### src/rtl/sgr_pkg.sv
// Shared types, character codes and colour table for the SGR colour parser.
package sgr_pkg;

    localparam logic [23:0] WHITE = 24'hFFFFFF;

    localparam logic [7:0] CH_ESC    = 8'h1B;
    localparam logic [7:0] CH_LBRACK = 8'h5B;
    localparam logic [7:0] CH_SEMI   = 8'h3B;
    localparam logic [7:0] CH_M      = 8'h6D;
    localparam logic [7:0] CH_ZERO   = 8'h30;
    localparam logic [7:0] CH_NINE   = 8'h39;

    localparam logic [31:0] SGR_FG_FIRST = 32'd30;
    localparam logic [31:0] SGR_FG_LAST  = 32'd39;

    localparam int PALETTE_DEPTH = 10;
    localparam logic [23:0] PALETTE [PALETTE_DEPTH] = '{
        24'h000000, 24'hFF7777, 24'h77FF77, 24'hFFF93F, 24'h7777FF,
        24'hC300FF, 24'h00FFEA, 24'hFFFFFF, 24'hFFFFFF, 24'hFFFFFF
    };

    typedef enum logic [1:0] {
        MODE_TEXT = 2'd0,
        MODE_ESC  = 2'd1,
        MODE_LIST = 2'd2
    } mode_t;

    typedef struct packed {
        logic [7:0] byte_in;
        logic       end_of_text;
    } sgr_in_t;

    typedef struct packed {
        logic [7:0]  char_out;
        logic [23:0] color_out;
        logic        last_in_run;
    } sgr_out_t;

    // Results of one input byte: up to two beats, in order
    typedef struct packed {
        logic [1:0] count;
        sgr_out_t   beat0;
        sgr_out_t   beat1;
    } sgr_res_t;

    // Fold one finished number into the colour being built
    function automatic logic [23:0] sgr_apply(input logic [31:0] value,
                                              input logic [23:0] pending);
        logic [31:0] offset;
        logic [23:0] color;
        offset = value - SGR_FG_FIRST;
        color  = pending;
        if (value >= SGR_FG_FIRST && value <= SGR_FG_LAST)
        begin
            color = PALETTE[offset[3:0]];
        end
        if (value == 32'd0)
        begin
            color = WHITE;
        end
        return color;
    endfunction

endpackage

### src/rtl/ansi_sgr_color_parser.sv
// A taken byte is held in the input register; its beats are offered from the buffer.
// Throughput: one byte per cycle while results are taken and each byte yields at most
// one beat; after an ESC, a byte other than '[' or ESC yields two beats.
// Limit: the two-slot result buffer takes a byte only when all its beats fit.
// Reset: clears the input and result buffers, returns to text mode with white colours.
// Top level: input register, parser and result buffer of the SGR colour parser.
module ansi_sgr_color_parser (
    input  logic              clk,
    input  logic              rst_n,
    input  logic              src_valid,
    output logic              src_ready,
    input  sgr_pkg::sgr_in_t  src_data,
    output logic              res_valid,
    input  logic              res_ready,
    output sgr_pkg::sgr_out_t res_data
);

    logic              in_valid_reg, in_valid_next;
    sgr_pkg::sgr_in_t  in_data_reg;
    sgr_pkg::sgr_res_t parsed;
    logic [1:0]        fill;
    logic              advance;
    logic              take;

    // process the held byte when its beats fit in the buffer as it stands
    assign advance   = in_valid_reg
                       && (({1'b0, fill} + {1'b0, parsed.count}) <= 3'd2);
    assign src_ready = !in_valid_reg || advance;
    assign take      = src_valid && src_ready;

    always_comb
    begin
        in_valid_next = in_valid_reg;
        if (take)
        begin
            in_valid_next = 1'b1;
        end
        else if (advance)
        begin
            in_valid_next = 1'b0;
        end
    end

    always_ff @(posedge clk or negedge rst_n)
    begin
        if (!rst_n)
        begin
            in_valid_reg <= 1'b0;
        end
        else
        begin
            in_valid_reg <= in_valid_next;
        end
    end

    always_ff @(posedge clk)
    begin
        if (take)
        begin
            in_data_reg <= src_data;
        end
    end

    sgr_parser u_parser (
        .clk   (clk),
        .rst_n (rst_n),
        .step  (advance),
        .item  (in_data_reg),
        .res   (parsed)
    );

    sgr_out_buf u_out_buf (
        .clk       (clk),
        .rst_n     (rst_n),
        .push      (parsed),
        .push_en   (advance),
        .fill      (fill),
        .res_valid (res_valid),
        .res_ready (res_ready),
        .res_data  (res_data)
    );

endmodule

### src/rtl/sgr_parser.sv
// Escape sequence parser: mode, colour and number state, and per-byte results.
module sgr_parser (
    input  logic              clk,
    input  logic              rst_n,
    input  logic              step,
    input  sgr_pkg::sgr_in_t  item,
    output sgr_pkg::sgr_res_t res
);

    sgr_pkg::mode_t mode_reg, mode_next;
    logic [23:0]    current_reg, current_next;
    logic [23:0]    pending_reg, pending_next;
    logic [31:0]    value_reg, value_next;
    logic           has_digit_reg, has_digit_next;
    logic           overflow_reg, overflow_next;

    logic [7:0]  b;
    logic        is_digit;
    logic [7:0]  digit_byte;
    logic [35:0] product;
    logic        number_ok;
    logic [23:0] applied;

    assign b          = item.byte_in;
    assign is_digit   = (b >= sgr_pkg::CH_ZERO) && (b <= sgr_pkg::CH_NINE);
    assign digit_byte = b - sgr_pkg::CH_ZERO;
    // value * 10 + digit as (value << 3) + (value << 1) + digit
    assign product    = {1'b0, value_reg, 3'b000} + {3'b000, value_reg, 1'b0}
                        + {32'd0, digit_byte[3:0]};
    assign number_ok  = has_digit_reg && !overflow_reg;
    assign applied    = sgr_pkg::sgr_apply(value_reg, pending_reg);

    // Next mode
    always_comb
    begin
        mode_next = mode_reg;
        case (mode_reg)
            sgr_pkg::MODE_LIST:
            begin
                if (!is_digit && !(number_ok && b == sgr_pkg::CH_SEMI))
                begin
                    mode_next = sgr_pkg::MODE_TEXT;
                end
            end
            sgr_pkg::MODE_ESC:
            begin
                if (b == sgr_pkg::CH_LBRACK)
                begin
                    mode_next = sgr_pkg::MODE_LIST;
                end
                else if (b == sgr_pkg::CH_ESC)
                begin
                    mode_next = sgr_pkg::MODE_ESC;
                end
                else
                begin
                    mode_next = sgr_pkg::MODE_TEXT;
                end
            end
            sgr_pkg::MODE_TEXT:
            begin
                if (b == sgr_pkg::CH_ESC)
                begin
                    mode_next = sgr_pkg::MODE_ESC;
                end
            end
            default:
            begin
                mode_next = sgr_pkg::MODE_TEXT;
            end
        endcase
        if (item.end_of_text)
        begin
            mode_next = sgr_pkg::MODE_TEXT;
        end
    end

    // Colour and number datapath
    always_comb
    begin
        current_next   = current_reg;
        pending_next   = pending_reg;
        value_next     = value_reg;
        has_digit_next = has_digit_reg;
        overflow_next  = overflow_reg;
        case (mode_reg)
            sgr_pkg::MODE_LIST:
            begin
                if (is_digit)
                begin
                    value_next     = product[31:0];
                    has_digit_next = 1'b1;
                    if (product[35:32] != 4'd0)
                    begin
                        overflow_next = 1'b1;
                    end
                end
                else if (number_ok && b == sgr_pkg::CH_SEMI)
                begin
                    pending_next   = applied;
                    value_next     = 32'd0;
                    has_digit_next = 1'b0;
                    overflow_next  = 1'b0;
                end
                else if (number_ok && b == sgr_pkg::CH_M)
                begin
                    pending_next = applied;
                    current_next = applied;
                end
            end
            sgr_pkg::MODE_ESC:
            begin
                if (b == sgr_pkg::CH_LBRACK)
                begin
                    pending_next   = current_reg;
                    value_next     = 32'd0;
                    has_digit_next = 1'b0;
                    overflow_next  = 1'b0;
                end
            end
            default:
            begin
            end
        endcase
        if (item.end_of_text)
        begin
            current_next   = sgr_pkg::WHITE;
            pending_next   = sgr_pkg::WHITE;
            value_next     = 32'd0;
            has_digit_next = 1'b0;
            overflow_next  = 1'b0;
        end
    end

    // Result beats for this byte
    always_comb
    begin
        res                   = '0;
        res.beat0.color_out   = current_reg;
        res.beat1.color_out   = current_reg;
        case (mode_reg)
            sgr_pkg::MODE_ESC:
            begin
                if (b != sgr_pkg::CH_LBRACK)
                begin
                    // emit the held ESC, then the byte unless it opens a new escape
                    res.beat0.char_out = sgr_pkg::CH_ESC;
                    if (b == sgr_pkg::CH_ESC)
                    begin
                        res.count             = 2'd1;
                        res.beat0.last_in_run = 1'b1;
                    end
                    else
                    begin
                        res.count             = 2'd2;
                        res.beat1.char_out    = b;
                        res.beat1.last_in_run = 1'b1;
                    end
                end
            end
            sgr_pkg::MODE_TEXT:
            begin
                if (b != sgr_pkg::CH_ESC)
                begin
                    res.count             = 2'd1;
                    res.beat0.char_out    = b;
                    res.beat0.last_in_run = 1'b1;
                end
            end
            default:
            begin
            end
        endcase
    end

    always_ff @(posedge clk or negedge rst_n)
    begin
        if (!rst_n)
        begin
            mode_reg      <= sgr_pkg::MODE_TEXT;
            current_reg   <= sgr_pkg::WHITE;
            pending_reg   <= sgr_pkg::WHITE;
            value_reg     <= 32'd0;
            has_digit_reg <= 1'b0;
            overflow_reg  <= 1'b0;
        end
        else if (step)
        begin
            mode_reg      <= mode_next;
            current_reg   <= current_next;
            pending_reg   <= pending_next;
            value_reg     <= value_next;
            has_digit_reg <= has_digit_next;
            overflow_reg  <= overflow_next;
        end
    end

`ifndef SYNTH
    a_list_silent: assert property (@(posedge clk) disable iff (!rst_n)
        (mode_reg == sgr_pkg::MODE_LIST) |-> (res.count == 2'd0))
        else $error("parser emitted a beat inside a parameter list");

    a_eot_resets: assert property (@(posedge clk) disable iff (!rst_n)
        (step && item.end_of_text) |=>
            (mode_reg == sgr_pkg::MODE_TEXT && current_reg == sgr_pkg::WHITE
             && pending_reg == sgr_pkg::WHITE && !has_digit_reg))
        else $error("state not cleared after end of text");
`endif

endmodule

### src/rtl/sgr_out_buf.sv
// Two-beat result buffer in front of the output channel.
module sgr_out_buf (
    input  logic               clk,
    input  logic               rst_n,
    input  sgr_pkg::sgr_res_t  push,
    input  logic               push_en,
    output logic [1:0]         fill,
    output logic               res_valid,
    input  logic               res_ready,
    output sgr_pkg::sgr_out_t  res_data
);

    sgr_pkg::sgr_out_t slot0_reg, slot0_next;
    sgr_pkg::sgr_out_t slot1_reg, slot1_next;
    logic [1:0]        cnt_reg, cnt_next;
    logic [1:0]        push_cnt;
    logic [1:0]        keep_cnt;
    logic              pop;

    assign pop       = res_valid && res_ready;
    assign push_cnt  = push_en ? push.count : 2'd0;
    assign fill      = cnt_reg;
    assign res_valid = (cnt_reg != 2'd0);
    assign res_data  = slot0_reg;

    always_comb
    begin
        slot0_next = slot0_reg;
        slot1_next = slot1_reg;
        keep_cnt   = cnt_reg;
        // advance the queue on a taken beat
        if (pop)
        begin
            slot0_next = slot1_reg;
            keep_cnt   = cnt_reg - 2'd1;
        end
        if (push_cnt != 2'd0)
        begin
            if (keep_cnt == 2'd0)
            begin
                slot0_next = push.beat0;
                slot1_next = push.beat1;
            end
            else
            begin
                slot1_next = push.beat0;
            end
        end
        cnt_next = keep_cnt + push_cnt;
    end

    always_ff @(posedge clk or negedge rst_n)
    begin
        if (!rst_n)
        begin
            cnt_reg <= 2'd0;
        end
        else
        begin
            cnt_reg <= cnt_next;
        end
    end

    always_ff @(posedge clk)
    begin
        slot0_reg <= slot0_next;
        slot1_reg <= slot1_next;
    end

`ifndef SYNTH
    a_fill_range: assert property (@(posedge clk) disable iff (!rst_n)
        cnt_reg <= 2'd2)
        else $error("result buffer fill out of range");

    a_no_overfill: assert property (@(posedge clk) disable iff (!rst_n)
        (push_cnt != 2'd0) |-> (({1'b0, cnt_reg} + {1'b0, push_cnt}) <= 3'd2))
        else $error("result buffer pushed beyond its room");
`endif

endmodule
### config.mk
export PLATFORM = sky130hd
export DESIGN_NAME = ansi_sgr_color_parser
export DESIGN_NICKNAME = d
export VERILOG_FILES = /design/src/rtl/sgr_pkg.sv /design/src/rtl/ansi_sgr_color_parser.sv /design/src/rtl/sgr_parser.sv /design/src/rtl/sgr_out_buf.sv
export SDC_FILE = /design/constraint.sdc
export NUM_CORES = 1
export LEC_CHECK = 0
export ABC_AREA = 1
export BUFFER_PORTS_ARGS = -buffer_cell sky130_fd_sc_hd__buf_2
export CORE_AREA = 2 2 152 154
export CTS_CLUSTER_SIZE = 28
export DETAILED_ROUTE_END_ITERATION = 7
export DIE_AREA = 0 0 154 156
export RECOVER_POWER = 50
export REMOVE_ABC_BUFFERS = 1
export SYNTH_ARGS = -nofsm -noshare
export SYNTH_HDL_FRONTEND = slang
export SYNTH_SLANG_ARGS = --single-unit
### constraint.sdc
create_clock -name clk -period 4.1 [get_ports clk]
set_input_delay 0.615 -clock clk [delete_from_list [all_inputs] [get_ports clk]]
set_output_delay 0.615 -clock clk [all_outputs]
set_load 0.02 [all_outputs]
## Word level (Yosys, flattened, before mapping)

Memory sizes are Yosys's and may differ from the RTL's.
Index checks and enable logic that the tools add are counted.

- Memory bits (read-only): 384
- Flip-flop bits (word level): 162
- Memories: 1
- Bits of input ports: 13

- Muxes and demuxes: 55
- $add $sub $neg: 7
- Order comparisons: 6
- Reductions and logical operators: 29
- Bitwise gates (word level): 1
- Equality and inequality tests: 17

Memory list:

| memory | depth | bits a word | read ports | clocked after memory_dff | wr ports | RTL line | text |
|---|---|---|---|---|---|---|---|
| (no name shown) | 16 | 24 | 1 | 0 | 0 | sgr_pkg.sv:55 | `color = PALETTE[offset[3:0]];` |

Operators by type and width:

| operator | count |
|---|---|
| 2-to-1 mux 24 bit | 13 |
| 2-to-1 mux 33 bit | 4 |
| 2-to-1 mux 32 bit | 4 |
| case mux 32 bit (2 select lines) | 1 |
| case mux 24 bit (2 select lines) | 1 |
| adder 35 x 33 -> 36 bit | 1 |
| adder 36 x 4 -> 36 bit | 1 |
| greater-or-equal comparator 32 x 5 -> 1 bit, second input constant | 1 |
| less-or-equal comparator 32 x 6 -> 1 bit, second input constant | 1 |
| zero test 32 bit | 1 |
| case mux 10 bit (2 select lines) | 1 |
| 2-to-1 mux 9 bit | 2 |
| equality test 8 x 7 -> 1 bit, second input constant | 2 |
| 2-to-1 mux 8 bit | 2 |
| 2-to-1 mux 1 bit | 15 |
| AND reduction 5 bit | 3 |
| 2-to-1 mux 2 bit | 7 |
| 2-to-1 mux 10 bit | 1 |
| nonzero test 2 bit | 5 |
| logical AND 1 bit | 9 |
| != test 3 x 2 -> 1 bit, second input constant | 3 |
| equality test 8 x 5 -> 1 bit, second input constant | 1 |
| equality test 8 x 6 -> 1 bit, second input constant | 1 |
| greater-or-equal comparator 8 x 6 -> 1 bit, second input constant | 1 |
| other kinds (26) | 34 |

## Longest topological paths before layout

- Depth after elaboration: 12
- Depth in mapped cells: 20
- Depth with buffers taken out: 20

## Modules after synthesis

Synthesis repeated with hierarchy kept, for this count alone.

- Cells, all modules: 1,533
- Area total of the unflattened synthesis: 11,048.1 um^2

Modules (own cells, without submodules):

| module | area each (um^2) | instances | cells each | seq. area each (um^2) |
|---|---|---|---|---|
| sgr_parser | 7,258.2 | 1 | 1,089 | 2,162.1 |
| sgr_out_buf | 3,415.8 | 1 | 423 | 1,701.6 |
| ansi_sgr_color_parser | 374.1 | 1 | 21 | 295.3 |

## Least setup slack after synthesis

OpenSTA, ideal clock, no wires.

- Path type: flip-flop to flip-flop
- Start point: register in_data_reg[3] (netlist bit)
- End point: register u_out_buf.slot0_reg (netlist bit u_out_buf.res_data[27])
- Cell stages (with the launch flop): 19
- Period minus slack after synthesis: 3.460 ns
- Path buffers: 2
- Arrival: 3.373 ns
- Path slack: 0.640 ns
- Setup time: 0.087 ns
- Path through: edfxtp_1 nor2_4 nand2_2 nor2_4 nand3_2 o21ai_2 ha_1 inv_1 fa_1 o21ai_1 nor2_2 nand2_1 nand2_1 nand2_1 inv_2 buf_6 buf_6 nand3_1 o31ai_1

RTL lines:

| item | RTL line | text |
|---|---|---|
| from (decl) | ansi_sgr_color_parser.sv:19 | `sgr_pkg::sgr_in_t in_data_reg;` |
| from (signal assigned) | ansi_sgr_color_parser.sv:60 | `in_data_reg <= src_data;` |
| to (signal assigned) | sgr_out_buf.sv:66 | `slot0_reg <= slot0_next;` |
| to (decl) | sgr_out_buf.sv:13 | `sgr_pkg::sgr_out_t slot0_reg, slot0_next;` |

## Worst setup path after layout

- Start point: register in_data_reg[3] (netlist bit)
- End point: register u_parser.value_reg[21]

- Word-level cells in the longest chain between the ends: 8

Ends and longest elaborated chain:

| item | RTL line | text |
|---|---|---|
| branches (longest 8 deep; another with adder 36 x 4 -> 36 bit) | -- |  |
| to (signal assigned) | sgr_parser.sv:192 | `value_reg <= value_next;` |
| to (decl) | sgr_parser.sv:13 | `logic [31:0] value_reg, value_next;` |

Parallel ways; which one is timed is not known.
A chain may end at the register's enable or synchronous reset.

==> impl_metrics.env <==
export IMPL_hold_slack_ps=364
export IMPL_portBuffers=47
export IMPL_cap_violations=1
export IMPL_insertion_delay_ps=420
export IMPL_worstRegToRegCells=16
export IMPL_crit_start="in_data_reg[3]"
export IMPL_slew_headroom_pct=-15.8
export IMPL_regArea_mm2=0.00416
export IMPL_dieArea_mm2=0.0240
export IMPL_synthTopCellsByArea="nand2_1, dfstp_2, edfxtp_1, dfrtp_1, ha_1"
export IMPL_drc=0
export IMPL_layout_setup_ws_ps=378
export IMPL_tightest_slew_ps=1740
export IMPL_finalWirelength_um=23300
export IMPL_wire_per_inst_um=14.6
export IMPL_clock_skew_ps=9.32
export IMPL_power_frac_clock_pct=21.3
export IMPL_row_count=55
export IMPL_multi_input_comb_area_mm2=0.00507
export IMPL_ant_nets=0
export IMPL_synth_distinct_cells=47
export IMPL_grt_pass1_wl_um=39100
export IMPL_violations="max-capacitance violations, max-slew violations"
export IMPL_synthTopCellsByCount="nand2_1, inv_1, nor2_1"
export IMPL_yosysMostFrequentCell="nand2_1"
export IMPL_nets=1381
export IMPL_dpl_hpwl_um=16600
export IMPL_ios=48
export IMPL_fillers=2201
export IMPL_worstSetupEndpoint="u_parser.value_reg[21]"
export IMPL_p_total_mw=7.81
export IMPL_leakagePower_nw=5.47
export IMPL_syn2layout_area_growth_pct=10.9
export IMPL_ctsResizeCount=0
export IMPL_startpoint_type="flip-flop"
export IMPL_fp_dieW_um=154
export IMPL_synthCells=1250
export IMPL_finalHoldViolCount=0
export IMPL_status="finished with violations"
export IMPL_synth_edf_count=42
export IMPL_dieHeight_um=156
export IMPL_async_flop_share_pct=53.7
export IMPL_utilization_pct=49.2
export IMPL_fmax_ghz=0.269
export IMPL_clkSinkCount=162
export IMPL_ys_warn_count=0
export IMPL_cts_root_buf="clkbuf_16"
export IMPL_p_comb_share_pct=40.2
export IMPL_holdCritPathClass="input port to flip-flop"
export IMPL_r2r_slack_ps=380
export IMPL_powerDensity_mw_per_mm2=710
export IMPL_p_int_mw=4.50
export IMPL_worst_ep_arrival_time_ps=4070
export IMPL_synth_main_ff_cell="dfstp_2"
export IMPL_reg2reg_from="in_data_reg[3]"
export IMPL_rr_endpoint="u_parser.value_reg[21]"
export IMPL_cts_tree="yes"
export IMPL_ys_seq_elements=162
export IMPL_dr_total_vias=8133
export IMPL_peakVddDrop_mv=0.403
export IMPL_netlist_area_leader_share_pct=14.2
export IMPL_pre_cts_slack_ps=364
export IMPL_crit_type="flip-flop to flip-flop"
export IMPL_drt_iter0_drc=542
export IMPL_first_pass_iters=5
export IMPL_cts_buffers=17
export IMPL_slew_violations=65
export IMPL_clk_pin_slew_ps=70
export IMPL_grt_setup_unrepaired="no"
export IMPL_min_period_ps=3720
export IMPL_start_util_pct=44.4
export IMPL_synth_avg_cell_area_um2=7.94
export IMPL_p_seq_share_pct=38.5
export IMPL_ys_seq_area_share_pct=41.9
export IMPL_cts_buffer_depth=2
export IMPL_path_max_fanout=24
export IMPL_postPlaceCellArea_mm2=0.0104
export IMPL_drive_gt1_share_pct=9.11
export IMPL_htree_levels=4
export IMPL_instances_no_fill=1591
export IMPL_post_cts_buffers=0
export IMPL_syn_area_mm2=0.00992
export IMPL_fin_setup_tns_ps=0
export IMPL_p_sw_share_pct=42.4
export IMPL_endpoint_kind="flip-flop"
export IMPL_gp_congestion=0.841
export IMPL_vias_per_cell=5.11
export IMPL_grt_overflow=0
export IMPL_design_area_mm2=0.0110
export IMPL_coreArea_mm2=0.0224
export IMPL_p_switching_mw=3.31
export IMPL_grt_max_degree=65
export IMPL_grt_antenna_before_repair=0
export IMPL_period_share_pct=90.8
export IMPL_setup_viol=0
export IMPL_worstPathRequired_ps=4450
export IMPL_diodes=0
export IMPL_hold_buffers=0
export IMPL_yosysTopAreaCell="nand2_1"
export IMPL_first_global_vias=8052
export IMPL_dp_cells=1559
export IMPL_grt_use_total_pct=20.0
placed cells by master, fill, tap and decap left out, types with 6 or more instances in the layout:
cell type  netlist  routed
inv_1          130     131
nand4_1          7       7
xor2_1           9       9
dfxtp_1         33      33
inv_2            7       6
mux2i_1         29      29
inv_6            0       6
dfrtp_1         39      39
clkbuf_16        0      18
ha_1            72      72
dfstp_2         48      24
buf_4            4      10
o21ai_0         69      69
nor2_1         100     100
buf_2            7      11
xnor2_1         15      15
clkbuf_1        17      36
nand3_1         60      60
o22ai_2         15      15
nor3_1          10      10
edfxtp_1        42      42
dfstp_1          0      24
a21oi_1         83      83
nand2_1        375     375
o21ai_1         21      21
how the worst min path moves through the flow:
stage,endpoint,slack [ps],from,cells past startpoint
3_3_place_gp,u_parser.overflow_reg,470,u_parser.overflow_reg,2
2_1_floorplan,in_valid_reg,320,rst_n,0
5_1_grt,in_data_reg[8],350,src_data[8],1
6_report,in_data_reg[8],360,src_data[8],1
3_5_place_dp,u_parser.overflow_reg,470,u_parser.overflow_reg,2
4_1_cts,u_parser.value_reg[21],330,rst_n,1
final cells by class:
class,count,share of cell area (%)
Clock inverter,13,1.39
Inverter,137,4.67
Clock buffer,19,4.22
Timing Repair Buffer,59,2.64
Sequential cell,162,37.8
Tap cell,285,3.24
Multi-Input combinational cell,916,46.1
cell families (layout without fill, tap and decap cells):
family	after synthesis	in the layout	share of synthesized area, %
AND/OR/NAND/NOR	575	575	23.8
AO/OA/AOI/OAI	213	213	12.5
buffers and inverters	172	228	7.06
flip-flops	162	162	41.9
adder cells (fa/ha/maj)	75	75	9.68
multiplexers	29	29	2.93
XOR/XNOR	24	24	2.12
per-layer routing:
metal / GRT usage [%] / vias up / routed length [um]
met5: 0 / - / 0
met1: 26.4 / 3765 / 11200
met4: 3.87 / 0 / 178
met2: 35.1 / 148 / 11200
li1: - / 4207 / -
met3: 3.03 / 13 / 727
critical path: stages (launching register included):
cell and delay (ps):
edfxtp_1 480, nor2_4 160, nand2_2 80, nor2_4 120, nand3_2 120, o21ai_2 190
ha_1 160, inv_1 50, fa_1 480, o21ai_1 110, nor2_2 170, inv_1 90
a211oi_2 260, nand2_2 280, nor2_4 330, inv_2 320, o21ai_0 240
power groups by stage:
stage	clock, mW	sequential (mW)	combinational, mW
final	1.67	3.00	3.14
after global routing	1.76	3.10	3.54
after CTS	1.71	3.04	3.22
after detailed placement	0	3.07	3.21
after global placement	0	3.04	3.16
after floorplan	0	3.18	2.01
No activity file was read; power rests on OpenSTA's default activity.
